==> config.mk <==
export PLATFORM = sky130hd
export DESIGN_NAME = ppc_window
export DESIGN_NICKNAME = d
export VERILOG_FILES = /design/src/hdl/ppc_pkg.sv /design/src/hdl/ppc_window.sv
export SDC_FILE = /design/constraint.sdc
export NUM_CORES = 1
export LEC_CHECK = 0
export BUFFER_PORTS_ARGS = -buffer_cell sky130_fd_sc_hd__buf_2
export CAP_MARGIN = 20
export CORE_AREA = 2 2 195 159
export DETAILED_ROUTE_END_ITERATION = 10
export DIE_AREA = 0 0 197 161
export PLACE_DENSITY = 0.76
export SLEW_MARGIN = 20
export SYNTH_ARGS = -nofsm -noshare
export SYNTH_HDL_FRONTEND = slang
export SYNTH_SLANG_ARGS = --single-unit
==> constraint.sdc <==
create_clock -name clk -period 4 [get_ports clk]
set_clock_uncertainty 0.15 [all_clocks]
set_input_delay 0.8 -clock clk [delete_from_list [all_inputs] [get_ports clk]]
set_output_delay 0.8 -clock clk [all_outputs]
set_load 0.02 [all_outputs]
==> src/hdl/ppc_pkg.sv <==
// package for the pyramid peak counter: shared constants, codes and types
// no dependencies; used by every other file of the block but ppc_ram
`timescale 1ns / 1ps

package ppc_pkg;

  // parameter defaults
  localparam int MAX_HALF_WIDTH_DEF = 8;
  localparam int PEAK_DEPTH_DEF     = 1024;
  localparam int SAMPLE_BITS_DEF    = 16;

  // fixed field widths
  localparam int THR_BITS   = 17;
  localparam int HW_BITS    = 4;
  localparam int COUNT_BITS = 11;
  localparam int CFG_IDX_BITS = 1;
  localparam int FRAC_SHIFT = 16;

  // configuration reset values
  localparam logic [THR_BITS-1:0] THR_RESET = 17'd655;
  localparam logic [HW_BITS-1:0]  HW_RESET  = 4'd3;

  // configuration register indexes
  typedef enum logic [CFG_IDX_BITS-1:0] {
    CFG_THRESHOLD  = 1'b0,
    CFG_HALF_WIDTH = 1'b1
  } cfg_idx_t;

  // count pass sequencer states
  typedef enum logic [2:0] {
    CU_IDLE,
    CU_RANGE,
    CU_MUL,
    CU_SCAN,
    CU_DONE
  } cu_state_t;

  // window detector status toward the store stage
  typedef struct packed {
    logic valid;
    logic hit;
    logic last;
  } det_t;

  // count unit status toward the top level
  typedef struct packed {
    logic busy;
    logic done;
  } cu_ctl_t;

endpackage

==> src/hdl/ppc_window.sv <==
// sliding sample window and pyramid shape test, registered detector output
// depends on ppc_pkg
`timescale 1ns / 1ps

module ppc_window #(
  parameter int MAX_HALF_WIDTH = ppc_pkg::MAX_HALF_WIDTH_DEF,
  parameter int SAMPLE_BITS    = ppc_pkg::SAMPLE_BITS_DEF
) (
  input  logic                                  clk,
  input  logic                                  rst_n,
  input  logic                                  push,
  input  logic signed [SAMPLE_BITS-1:0]         sample,
  input  logic                                  last,
  input  logic [$clog2(MAX_HALF_WIDTH+1)-1:0]   hw,
  output ppc_pkg::det_t                         det_r,
  output logic signed [SAMPLE_BITS-1:0]         height_r
);
  import ppc_pkg::*;

  localparam int WIN_LEN = 2 * MAX_HALF_WIDTH + 1;
  localparam int FW      = $clog2(WIN_LEN + 1);
  localparam int IW      = $clog2(WIN_LEN);

  logic signed [SAMPLE_BITS-1:0] win_r [WIN_LEN];
  logic signed [SAMPLE_BITS-1:0] nw    [WIN_LEN];
  logic [FW-1:0]                 fill_r;
  logic [FW-1:0]                 fill_nxt;
  logic [FW-1:0]                 need;
  logic [WIN_LEN-2:0]            pair_ok;
  logic                          hit;

  // window as it stands once the new sample is in, index 0 newest
  always_comb begin
    nw[0] = sample;
    for (int k = 1; k < WIN_LEN; k++) begin
      nw[k] = win_r[k-1];
    end
  end

  // pairwise slope checks: falling side below hw, rising side below 2*hw
  always_comb begin
    for (int j = 0; j < WIN_LEN - 1; j++) begin
      if (j < int'(hw)) begin
        pair_ok[j] = nw[j+1] > nw[j];
      end else if (j < 2 * int'(hw)) begin
        pair_ok[j] = nw[j+1] < nw[j];
      end else begin
        pair_ok[j] = 1'b1;
      end
    end
  end

  // fill level and full-window qualification
  assign fill_nxt = (fill_r < FW'(WIN_LEN)) ? fill_r + 1'b1 : fill_r;
  assign need     = FW'({hw, 1'b1});
  assign hit      = (&pair_ok) && (fill_nxt >= need);

  // window shift register
  always_ff @(posedge clk) begin
    if (push) begin
      for (int k = 0; k < WIN_LEN; k++) begin
        win_r[k] <= nw[k];
      end
      height_r <= nw[IW'(hw)];
    end
  end

  // fill count and detector status
  always_ff @(posedge clk) begin
    if (!rst_n) begin
      fill_r <= '0;
      det_r  <= '0;
    end else begin
      det_r.valid <= push;
      det_r.hit   <= push && hit;
      det_r.last  <= push && last;
      if (push) begin
        fill_r <= last ? '0 : fill_nxt;
      end
    end
  end

endmodule

# Word level (Yosys, flattened, before mapping)
# Memories as Yosys holds them, arrays and structs flattened.
# Index checks and enable logic that the tools add are counted.
# classes
n_addsub,1
multipliers,0
div,0
order_cmp,65
eq_ne,0
shift,0
muxes,38
bitwise_logic,1
reduce_logical,4
# ops
op,count
16-bit < comparator,16
16-bit > comparator,15
16-bit binary-select mux with 5-bit select,1
"4-bit by 5-bit < comparator with 1-bit output, first input constant",8
1-bit 2-to-1 mux,33
16-bit 2-to-1 mux,2
"4-bit < comparator, first input constant",7
"3-bit by 5-bit < comparator with 1-bit output, first input constant",4
"3-bit by 4-bit < comparator with 1-bit output, first input constant",4
16-bit AND reduction,1
"1-bit by 5-bit < comparator with 1-bit output, first input constant",2
"2-bit by 5-bit < comparator with 1-bit output, first input constant",2
5-bit 2-to-1 mux,2
"1-bit by 4-bit < comparator with 1-bit output, first input constant",2
"2-bit by 4-bit < comparator with 1-bit output, first input constant",2
"6-bit >= comparator, second input constant",1
4-bit NOT with 6-bit output,1
"5-bit by 1-bit adder with 5-bit output, second input constant",1
5-bit >= comparator,1
"5-bit < comparator, second input constant",1
1-bit logical AND,3
# word_totals
reg_bits,24
latchBits,0
mem_bits_rw,272
mem_bits_ro,0
input_bits,24
output_inout_bits,19
word_cells,115
memories,1
# memory_table
memory,depth,width,read_ports,rd_ports_with_merged_regs,wr,line,source
win_r,17,16,16,0,17,ppc_window.sv:24,logic signed [SAMPLE_BITS-1:0] win_r [WIN_LEN];

# Logic depth before layout (Yosys ltp)
# An unclocked memory read counts as a cell.
# logic_depth
ltp_word,7
mapped_depth,12

# Worst setup path after synthesis
# No wires, ideal clock.
# synth_timing
path_type,input -> register
from,input hw[3]
to,register det_r[1] in the netlist's numbering
setup_time_ns,0.073
t_arrival_ns,3.393
t_required_ns,3.777
setup_slack_ns,0.384
path_stages,12
path_cell_list,clkinv_1 > buf_1 > clkbuf_1 > ha_1 > o21a_1 > o221ai_1 > a31oi_1 > nand3_1 > nor2_1 > nand4_1 > or4_1 > nor3_2
# synth_via
elab_chain_cells,6
word_cells_on_any_way,66
classes_between,32 x order compare; 31 x mux; 3 x reduce/logical
# synth_rtl
item,line,source
from (decl),ppc_window.sv:14,"input logic [$clog2(MAX_HALF_WIDTH+1)-1:0] hw,"
1-bit by 5-bit < comparator with 1-bit output (tied with other cells),ppc_window.sv:45,end else if (j < 2 * int'(hw)) begin
1-bit 2-to-1 mux,ppc_window.sv:45,
1-bit 2-to-1 mux,ppc_window.sv:43,if (j < int'(hw)) begin
16-bit AND reduction,ppc_window.sv:56,assign hit = (&pair_ok) && (fill_nxt >= need);
1-bit logical AND *,ppc_window.sv:56,
1-bit logical AND *,ppc_window.sv:75,det_r.hit <= push && hit;
to (decl),ppc_window.sv:15,"output ppc_pkg::det_t det_r,"
# Every way passes the cells marked *; elsewhere a longest branch is shown, timed or not.
# A chain may end at the register's enable or synchronous reset.

==> run metrics <==
gr ovfl total 0; PwrDens 396.3 nW/um^2; crit path DAT 4.29 ns; Synth Cell Area about 18,000 um^2; net load switching power between 0.002 and 0.0025 W; Syn-to-layout area delta 10.27%; WL met1 19,690 um; Unique masters post-synth 68; CTS clk-pin slew, worst paths approximately 0.070 ns; CTS tree built; Filler Cell Count 2,214; Initial Util 59.12%; VDD IR max about 0.39 mV; Design Power just under 0.008 W; Ys Warns 0; clock buffer depth 3; Vias/cell around 6.4; die area 31,720 um^2; cts bufs inserted 30; Synthesized Nets 1,726; RSZ-0062 raised after global routing false; Pleak between 8 and 9 nW; clock latency on the worst-skew pair 0.58 ns; share of layout cells above drive strength 1 about an eighth; # IOs 43; P_int 0.005649 W; Critical Path Slowest Stage Cell nor4_2; Slew Limit Fails 0; n_diodes 0; metal2 WL 18,400 um; minimum clock period 3.930 ns; detailed-route via count around 12,000; Post-synth EDFFs about 270; crit-path most repeated cell buf_4; Fmax achieved 254.4 MHz; initial antenna violation count 0; max_slew headroom 43.26%; WS Path Type reg2reg; buffers added on ports 42; crit path capture type register; run status finished, final reports clean; vias in the first global route roughly 12,000; # clock sinks 280; maxcap violations 0; Yosys reg bits 280; Core Util, Final 65.19%; Slew @ Worst Pin 0.8510 ns; DRC 0; number of routed nets with antenna violations 0; DR top layer met4; dpl hpwl 32,840 um; setup_tns 0 ns; drt wl/cell 22.98 um; Placement Rows 57; First-pass DRT Iterations 7; RD Place Congestion 0.9344; die height about 160 um; H-tree levels 1; Largest stage delay, worst path 0.52 ns; CP cell instances inv_1 -> ha_1 -> nand4_1 -> nor4_2 -> buf_4 -> o21ai_0 -> buf_4 -> a41oi_1 -> nand2_1 -> o31ai_1 -> o211ai_1 -> or4_1 -> nor3_2; Critical Path Start Type register; met3 WL 5005 um; DRT iter0 DRCs ~1,400; Synth Instances 1,442; most frequent cells in the layout inv_1 (275), edfxtp_1 (272), ha_1 (260); CTS root buffer clkbuf_16; share of async-settable or async-resettable flops after synthesis 0%; CP max FO 5; FF/Latch Area between 8000 and 9000 um^2; clock network fraction of design power a little under two fifths; area of the multi-input gates 8180 um^2; period utilization 98.26%; final setup fails 0; pin count of the biggest net entering global routing 134; Req. time, crit path 4.36 ns; die span in x about 200 um; Seq/Total Area, Yosys 47.25%; Mapped Avg Cell Area 12.22 um^2; GRT Overall Usage 28.21%; Reg power frac 46.9%; Top FF cell, synth edfxtp_1; Net Sw Frac 26.64%; first-pass GRT wire length around 68,000 um; core area 29,810 um^2; HP Class in2reg; DRT Wirelength 44,080 um; Comb power frac approximately 16%; Fin. Hold Viols 0; hold_buf cts 0; most common cell after layout, fill and taps aside inv_1; Layout Nets 1,795
==> power groups by stage <==
stage | Clock [W] | Sequential, W | Combinational, W
floorplan | 0 | 0.00362 | 0.000750
global placement | 0 | 0.00366 | 0.00114
detailed placement | 0 | 0.00366 | 0.00118
CTS | 0.00290 | 0.00361 | 0.00120
global route | 0.00301 | 0.00363 | 0.00134
finish | 0.00287 | 0.00361 | 0.00122
==> stage by stage <==
step / setup WS, ns / instances / instance area, um^2 / hold WS [ns]
2_1_floorplan: 0.3837 / 1442 / 17620 / 0.3191
3_3_place_gp: 0.06922 / 1862 / 18410 / 0.3395
3_5_place_dp: 0.1302 / 1862 / 18410 / 0.3471
4_1_cts: 0.1027 / 1918 / 19430 / 0.2695
5_1_grt: 0.0006541 / 1918 / 19430 / 0.2766
6_report: 0.06956 / 1918 / 19430 / 0.2783
==> repair_timing <==
item                                   in CTS  in global routing
endpoints found under the hold margin       0                  0
gates resized for setup                     0                  2
setup buffers                               0                  0
setup endpoints to repair                   0                  1
==> worst max-delay path: cells and delay by family (launching register included) <==
kind / cells / cell delay, ns
compound gates: 4 / 0.90
flops: 1 / 0.43
simple gates: 5 / 1.53
fa+ha+maj: 1 / 0.42
buf+inv: 3 / 0.43
==> layer usage <==
metal  global-route usage [%]  up-vias
li1                         -     5546
met1                    44.59     5998
met2                    40.20      627
met3                    5.826       60
met4                    6.254        0
met5                        0        -
==> cell type report <==
type                       instances  area share, %
timing repair buffer              60          2.047
multi-input combinational        863          42.09
clock buffer                      43          4.481
inverter                         276          5.331
sequential                       280          42.85
clock inverter                    13         0.7275
tap                              383          2.466
==> cell families (layout without fill, tap and decap cells) <==
group	count (synthesis)	after routing	synth area share, %
buffers and inverters	299	392	6.375
DFF	280	280	47.25
and+or+nand+nor	269	269	7.930
adders and majority gates	260	260	18.46
AOI/OAI and AO/OA	241	241	9.009
muxes	90	90	10.83
xor gates and xnor gates	3	3	0.1491
==> sequential cells by signal, indices dropped and copies added, names as in the netlist <==
register	flops
win_r	256
height_r	16
det_r	3
fill_r	5
==> Yosys cell counts (9+ instances only) <==
library cell | count | share of area [%]
nor2_1 | 42 | 0.89
nand3_1 | 20 | 0.57
nand4_1 | 46 | 1.6
inv_1 | 275 | 5.9
nor2b_1 | 19 | 0.67
edfxtp_1 | 272 | 46
mux4_2 | 80 | 10
a21oi_1 | 85 | 2.4
nand2b_1 | 13 | 0.46
o21ai_0 | 32 | 0.91
a31oi_1 | 10 | 0.35
nand2_1 | 74 | 1.6
nor3_1 | 16 | 0.45
ha_1 | 260 | 18
o211ai_1 | 12 | 0.51
nor4_1 | 9 | 0.32
a21o_1 | 25 | 1.1
clkbuf_1 | 14 | 0.30
==> final timing paths <==
check / end / cells after the start / slack [ns] / from
setup / recovery: det_r[1]$_SDFF_PN0_ / 13 / 0.07 / win_r[0][63]$_DFFE_PP_
hold / removal: win_r[0][9]$_DFFE_PP_ / 1 / 0.28 / sample[9]
setup reg to reg: det_r[1]$_SDFF_PN0_ / 13 / 0.07 / win_r[0][63]$_DFFE_PP_
hold reg to reg: win_r[0][62]$_DFFE_PP_ / 0 / 0.36 / win_r[0][46]$_DFFE_PP_
No activity file was read; power rests on OpenSTA's default activity.
