$ cat src/hdl/ppc_pkg.sv
// package for the pyramid peak counter: shared constants, codes and types
// no dependencies; used by every other file of the block but ppc_ram
`timescale 1ns / 1ps

package ppc_pkg;

  // parameter defaults
  localparam int MAX_HALF_WIDTH_DEF = 8;
  localparam int PEAK_DEPTH_DEF     = 1024;
  localparam int SAMPLE_BITS_DEF    = 16;

  // fixed field widths
  localparam int THR_BITS   = 17;
  localparam int HW_BITS    = 4;
  localparam int COUNT_BITS = 11;
  localparam int CFG_IDX_BITS = 1;
  localparam int FRAC_SHIFT = 16;

  // configuration reset values
  localparam logic [THR_BITS-1:0] THR_RESET = 17'd655;
  localparam logic [HW_BITS-1:0]  HW_RESET  = 4'd3;

  // configuration register indexes
  typedef enum logic [CFG_IDX_BITS-1:0] {
    CFG_THRESHOLD  = 1'b0,
    CFG_HALF_WIDTH = 1'b1
  } cfg_idx_t;

  // count pass sequencer states
  typedef enum logic [2:0] {
    CU_IDLE,
    CU_RANGE,
    CU_MUL,
    CU_SCAN,
    CU_DONE
  } cu_state_t;

  // window detector status toward the store stage
  typedef struct packed {
    logic valid;
    logic hit;
    logic last;
  } det_t;

  // count unit status toward the top level
  typedef struct packed {
    logic busy;
    logic done;
  } cu_ctl_t;

endpackage

$ cat src/hdl/ppc_count.sv
// count pass over the peak store: range, threshold product, then one read a cycle
// depends on ppc_pkg; drives the read port of the peak store ram
`timescale 1ns / 1ps

module ppc_count #(
  parameter int PEAK_DEPTH  = ppc_pkg::PEAK_DEPTH_DEF,
  parameter int SAMPLE_BITS = ppc_pkg::SAMPLE_BITS_DEF
) (
  input  logic                                clk,
  input  logic                                rst_n,
  input  logic                                start,
  input  logic [$clog2(PEAK_DEPTH+1)-1:0]     snap_total,
  input  logic signed [SAMPLE_BITS-1:0]       snap_low,
  input  logic signed [SAMPLE_BITS-1:0]       snap_high,
  input  logic                                snap_ovf,
  input  logic [ppc_pkg::THR_BITS-1:0]        thr,
  input  logic                                out_free,
  output logic                                rd_en,
  output logic [$clog2(PEAK_DEPTH)-1:0]       rd_addr,
  input  logic signed [SAMPLE_BITS-1:0]       rd_data,
  output ppc_pkg::cu_ctl_t                    ctl,
  output logic [$clog2(PEAK_DEPTH+1)-1:0]     pass_count,
  output logic [$clog2(PEAK_DEPTH+1)-1:0]     cand_count,
  output logic                                ovf
);
  import ppc_pkg::*;

  localparam int TW = $clog2(PEAK_DEPTH + 1);
  localparam int AW = $clog2(PEAK_DEPTH);
  localparam int DW = SAMPLE_BITS + 1;
  localparam int CW = SAMPLE_BITS + THR_BITS + 1;

  cu_state_t                     state_r, state_nxt;
  logic [TW-1:0]                 total_r;
  logic signed [SAMPLE_BITS-1:0] low_r;
  logic signed [SAMPLE_BITS-1:0] high_r;
  logic                          ovf_r;
  logic [THR_BITS-1:0]           thr_r;
  logic [DW-1:0]                 range_r;
  logic [CW-1:0]                 limit_r;
  logic [TW-1:0]                 addr_r;
  logic                          pend_r;
  logic [TW-1:0]                 cnt_r;
  logic [DW-1:0]                 diff;
  logic [CW-1:0]                 rel;
  logic                          more;

  assign more = addr_r < total_r;
  assign diff = DW'({rd_data[SAMPLE_BITS-1], rd_data} - {low_r[SAMPLE_BITS-1], low_r});
  assign rel  = CW'({diff, FRAC_SHIFT'(0)});

  // next state
  always_comb begin
    state_nxt = state_r;
    unique case (state_r)
      CU_IDLE:  if (start) state_nxt = CU_RANGE;
      CU_RANGE: state_nxt = CU_MUL;
      CU_MUL:   state_nxt = CU_SCAN;
      CU_SCAN:  if (!more && !pend_r) state_nxt = CU_DONE;
      CU_DONE:  if (out_free) state_nxt = CU_IDLE;
      default:  state_nxt = CU_IDLE;
    endcase
  end

  // outputs
  always_comb begin
    rd_en    = 1'b0;
    ctl.busy = 1'b1;
    ctl.done = 1'b0;
    unique case (state_r)
      CU_IDLE:  ctl.busy = 1'b0;
      CU_SCAN:  rd_en = more;
      CU_DONE:  ctl.done = out_free;
      default:  ctl.busy = 1'b1;
    endcase
  end

  assign rd_addr    = addr_r[AW-1:0];
  assign pass_count = cnt_r;
  assign cand_count = total_r;
  assign ovf        = ovf_r;

  // state register
  always_ff @(posedge clk) begin
    if (!rst_n) begin
      state_r <= CU_IDLE;
      pend_r  <= 1'b0;
    end else begin
      state_r <= state_nxt;
      pend_r  <= rd_en;
    end
  end

  // snapshot, range, threshold product and scan datapath
  always_ff @(posedge clk) begin
    unique case (state_r)
      CU_IDLE: begin
        if (start) begin
          total_r <= snap_total;
          low_r   <= snap_low;
          high_r  <= snap_high;
          ovf_r   <= snap_ovf;
          thr_r   <= thr;
        end
      end
      CU_RANGE: begin
        range_r <= DW'({high_r[SAMPLE_BITS-1], high_r} - {low_r[SAMPLE_BITS-1], low_r});
      end
      CU_MUL: begin
        limit_r <= CW'(thr_r) * CW'(range_r);
        addr_r  <= '0;
        cnt_r   <= '0;
      end
      CU_SCAN: begin
        if (rd_en) begin
          addr_r <= addr_r + 1'b1;
        end
        if (pend_r && (rel > limit_r)) begin
          cnt_r <= cnt_r + 1'b1;
        end
      end
      CU_DONE: begin
        cnt_r <= cnt_r;
      end
      default: begin
        cnt_r <= cnt_r;
      end
    endcase
  end

endmodule

$ cat config.mk
export PLATFORM = sky130hd
export DESIGN_NAME = ppc_count
export DESIGN_NICKNAME = d
export VERILOG_FILES = /design/src/hdl/ppc_pkg.sv /design/src/hdl/ppc_count.sv
export SDC_FILE = /design/constraint.sdc
export NUM_CORES = 1
export LEC_CHECK = 0
export BUFFER_PORTS_ARGS = -buffer_cell sky130_fd_sc_hd__buf_4
export CAP_MARGIN = 15
export CELL_PAD_IN_SITES_DETAIL_PLACEMENT = 0
export CELL_PAD_IN_SITES_GLOBAL_PLACEMENT = 2
export CORE_UTILIZATION = 41
export CTS_CLUSTER_DIAMETER = 100
export DETAILED_ROUTE_END_ITERATION = 10
export GPL_ROUTABILITY_DRIVEN = 0
export PLACE_DENSITY = 0.89
export SLEW_MARGIN = 30
export SYNTH_ARGS = -nofsm -noshare
export SYNTH_HDL_FRONTEND = slang
export SYNTH_SLANG_ARGS = --single-unit
$ cat constraint.sdc
create_clock -name clk -period 7.35 [get_ports clk]
set_clock_uncertainty 0.05 [all_clocks]
set_input_delay 0.735 -clock clk [delete_from_list [all_inputs] [get_ports clk]]
set_output_delay 0.735 -clock clk [all_outputs]
set_load 0.05 [all_outputs]
# Word-level counts from Yosys, hierarchy flattened
# Cells that the tools add are included.
totals:
  romBits: 0
  mem_bits_rw: 0
  output_inout_bits: 36
  reg_bits: 138
  latch_bits: 0
  mem_count: 0
  in_bits: 81
op_classes:
  n_reduce_logical: 10
  eq_ne: 9
  n_addsub: 4
  div: 0
  shifts: 0
  muxes: 11
  order_cmp: 2
  n_bitwise: 0
  multipliers: 1
ops:
  columns: ["op", "n"]
  rows:
  - ["$pmux W11 S2", 2]
  - ["$gt A33 B34 Y1", 1]
  - ["$mul A17 B17 Y34", 1]
  - ["$sub A16 B16 Y17", 2]
  - ["$add A11 B1 Y11 const B", 2]
  - ["$mux W11", 2]
  - ["$pmux W3 S5", 1]
  - ["$lt A11 B11 Y1", 1]
  - ["$ne A2 B2 Y1 const B", 5]
  - ["$mux W3", 3]
  - ["$eq A3 B2 Y1 const B", 2]
  - ["$reduce_and A2 Y1", 3]
  - ["$eq A3 B1 Y1 const B", 1]
  - ["$eq A3 B3 Y1 const B", 1]
  - ["$logic_not A3 Y1", 1]
  - ["$mux W1", 3]
  - ["$reduce_and A3 Y1", 1]
  - ["$logic_and A1 B1 Y1", 2]
  - ["$logic_not A1 Y1", 2]
  - ["$reduce_bool A2 Y1", 1]

# Logic depth before layout (Yosys ltp)
depth:
  word_depth: 5
  depth_mapped: 22
  depth_no_buf: 20

# Worst setup path after synthesis
# Ideal clock, no wire load.
synth_timing:
  path_type: "register -> register"
  startpoint: "register range_r[8]"
  endpoint: "register limit_r[26] (data pin)"
  path_stages_with_launch: 21
  synth_period_minus_slack_ps: 5848
  slack_ps: 1502
  required_time_ps: 7024
  arrival_time_ps: 5522
  cell_sequence: "edfxtp_1 > clkbuf_1 > clkbuf_1 > nand2_1 > fa_1 > inv_1 > fa_1 > inv_1 > fa_1 > inv_1 > fa_1 > fa_1 > inv_1 > fa_1 > inv_1 > ha_1 > a21o_2 > or2_2 > o21ai_0 > and4b_1 > a311oi_1"
synth_between:
  elab_chain_len: 1
synth_rtl:
  columns: ["element", "line", "text"]
  rows:
  - ["start, declared", "ppc_count.sv:39", "logic [DW-1:0] range_r;"]
  - ["start signal, assigned", "ppc_count.sv:107", "range_r <= DW'({high_r[SAMPLE_BITS-1], high_r} - {low_r[SAMPLE_BITS-1], low_r});"]
  - ["$mul A17 B17 Y34", "ppc_count.sv:110", "limit_r <= CW'(thr_r) * CW'(range_r);"]
  - ["end signal, assigned", "ppc_count.sv:110", null]
  - ["end, declared", "ppc_count.sv:40", "logic [CW-1:0] limit_r;"]
# Every way passes these cells.
# A chain may end at the register's enable or synchronous reset.

# Worst setup path in the final report
# Ends and elaborated chain as after synthesis.

==> qor.csv <==
stage;metric;value;unit
final_layout;final.fill_count;3816;
logic_synthesis;async_flop_share;0;%
logic_synthesis;netlist_area;0.0170;sq mm
worst_hold_path;min_path_type;primary input to register;
logic_synthesis;yosysSeqAreaShare;24.2;%
sta;finalSetupTns;0;ps
clock_network;clk_latency;430;ps
placement;io_buffers;116;
detailed_routing;vias;11900;
global_routing;grt-ovfl-total;0;
clock_network;cts_sinks;138;
critical_path;crit_required;7540;ps
global_routing;grt_pass1_wl;67000;microns
detailed_routing;routedWlPerCell;16.9;microns
final_layout;n_antenna_cell;0;
clock_network;root_buffer;clkbuf_16;
critical_path;crit_type;register to register;
outcome;outcome;completed;
clock_network;cts_hold_buf;0;
die;initial_utilization;41.5;%
global_routing;antenna_found_initial;0;
sta;min_period_over_period;86.8;%
logic_synthesis;ys_ff_latch;138;
global_routing;grt_pass1_vias;12500;
critical_path;crit_path_start_kind;register;
sta;worst_pin_slew;773;ps
detailed_routing;viasPerCell;5.02;
clock_network;cts_tree;built;
die;fp.dieW;205;microns
logic_synthesis;synthFlopType;edfxtp_1;
clock_network;clk_pin_slew;70;ps
detailed_routing;ant_nets;0;
clock_network;postCtsSetupBuffers;0;
detailed_routing;dr.pass1.iters;5;
logic_synthesis;synth_top_area_share;26.7;%
logic_synthesis;ys_warn_count;0;
sta;drv_slew;0;
final_layout;area_delta_synth_final;11.6;%
sta;min_period;6380;ps
logic_synthesis;yosys.area.top_type;fa_1;
logic_synthesis;synth.avg_cell_area;9.70;sq um
sta;slew-limit-headroom;48.5;%
detailed_routing;drt_iter0_markers;713;
final_layout;fin_nets;2310;
sta;max_clock_freq;157;MHz
logic_synthesis;synth_cell_type_count;74;
die;die_area;0.0422;sq mm
logic_synthesis;synth_edf_count;134;
die;row_count;74;
die;ios;117;
final_layout;multi_input_area;0.0113;sq mm
critical_path;critical_path_arrival;6580;ps
clock_network;cts-htree-levels;4;
critical_path;crit_path_end_kind;register;
detailed_routing;drt-total-wl;40300;microns
logic_synthesis;synth.area.top_cells;fa_1, edfxtp_1, ha_1;
run;maxCapViolations;0;
detailed_routing;drc;0;
clock_network;cts_buffer_depth;2;
final_layout;seq_area;0.00410;sq mm
die;core-area;0.0408;sq mm
sta;hold_viol;0;
sta;fin_hold_ws;422;ps
clock_network;cts_buffers;17;
global_routing;track_usage;20.6;%
sta;rsz0062_at_grt;false;
logic_synthesis;synth_nets;2223;
critical_path;critical_path.max_fanout;17;
sta;setup_viol_count_final;0;
logic_synthesis;synthCells;1747;
final_layout;drive_above_1_share;9.80;%
global_routing;grt_max_degree;52;
clock_network;cts-resized-gates;0;
die;die_y;205;microns
placement;dpl.hpwl;33300;microns
[worst max-delay path, stage by stage (launching register included)]
cell,delay [ps]
edfxtp_1,830
nand2_1,170
fa_1,560
inv_1,50
fa_1,490
inv_1,50
fa_1,530
inv_1,50
fa_1,560
fa_1,580
inv_1,60
fa_1,540
inv_1,50
ha_1,380
a21o_2,290
or2_2,340
o21ai_0,200
nand2_1,110
a311oi_1,300
[area by class of cell]
cell class                      instances  share of cell area, %
Tap cell                              532                   3.52
Inverter                              346                   6.86
Clock inverter                         14                  0.979
Sequential cell                       138                   21.7
Clock buffer                           18                   2.27
Multi-Input combinational cell       1204                   59.6
Timing Repair Buffer                  127                   5.04
[placed cells by master (no fill, tap or decap), drive strengths merged, types with 6 or more instances in the layout]
cell / Yosys / final
fa: 226 / 226
nand2: 210 / 210
nor2b: 14 / 14
nand2b: 9 / 9
o21ai: 42 / 42
and2: 135 / 135
a211oi: 10 / 10
nor3: 16 / 16
xnor2: 32 / 32
ha: 169 / 169
xor2: 27 / 27
o22ai: 7 / 7
a21oi: 55 / 55
nand3: 20 / 20
nor4: 6 / 6
o211ai: 10 / 10
or2: 7 / 7
edfxtp: 134 / 134
o21a: 7 / 7
clkbuf: 43 / 18
nand4: 11 / 11
buf: 16 / 127
nor2: 68 / 68
a31oi: 7 / 7
a21o: 29 / 29
and3: 14 / 14
inv: 346 / 352
[worst paths after layout]
path,cells after the start,endpoint,start,slack [ps]
hold / removal,1,cand_count[4],snap_total[4],420
setup reg to reg,18,limit_r[26],range_r[8],970
setup / recovery,18,limit_r[26],range_r[8],970
hold reg to reg,1,state_r[0],state_r[0],510
[synthesized netlist by cell type (3+ instances only)]
library cell and instances:
a211o_1 4, a211oi_1 9, a21o_1 27, a21oi_1 52, a221oi_1 3, a31oi_1 7
and2_1 135, and3_1 13, buf_2 4, buf_4 11, clkbuf_1 42, dfxtp_1 4
edfxtp_1 134, fa_1 226, ha_1 169, inv_1 346, nand2_1 210, nand2b_1 9
nand3_1 20, nand3b_1 4, nand4_1 11, nor2_1 68, nor2b_1 14, nor3_1 16
nor3b_1 5, nor4_1 6, o2111ai_1 3, o211ai_1 9, o21a_1 7, o21ai_0 41
o21bai_1 5, o22ai_1 7, o311a_1 3, o31a_1 5, o31ai_1 3, or2_2 5
or3_1 5, or4_1 3, xnor2_1 32, xor2_1 27
[per-stage QoR]
| stage | instances | cell area, sq um | utilization, % | setup slack [ps] |
|---|---|---|---|---|
| 2_1_floorplan | 1747 | 17000 | - | 1500 |
| 3_3_place_gp | 2347 | 18300 | 44.8 | 1050 |
| 3_5_place_dp | 2347 | 18300 | 44.8 | 994 |
| 4_1_cts | 2379 | 18900 | 46.3 | 919 |
| 5_1_grt | 2379 | 18900 | 46.3 | 630 |
| 6_report | 2379 | 18900 | 46.3 | 967 |
[flip-flops by register name, indices dropped and copies added, names as in the netlist]
name        count
limit_r        34
range_r        17
thr_r          17
high_r         16
low_r          16
addr_r         11
cand_count     11
pass_count     11
state_r         3
ovf             1
pend_r          1
[layer usage]
metal | vias to the layer above | track usage (%) | routed length (microns)
met5 | - | 0 | 0
met4 | 0 | 4.95 | 602
met3 | 35 | 2.82 | 1400
met2 | 217 | 33.0 | 18900
met1 | 5897 | 29.4 | 19300
li1 | 5792 | - | -
[cell families after synthesis]
group / count (synthesis) / share of synthesized area [%]
compound gates: 215 / 8.64
xor+xnor: 59 / 3.05
fa+ha+maj: 395 / 39.2
buf+inv: 405 / 9.29
flops: 138 / 24.2
mux: 2 / 0.125
simple gates: 533 / 15.5
Power is not shown: default switching activity piles up to over one toggle a cycle in this logic, so the estimate is an artifact.
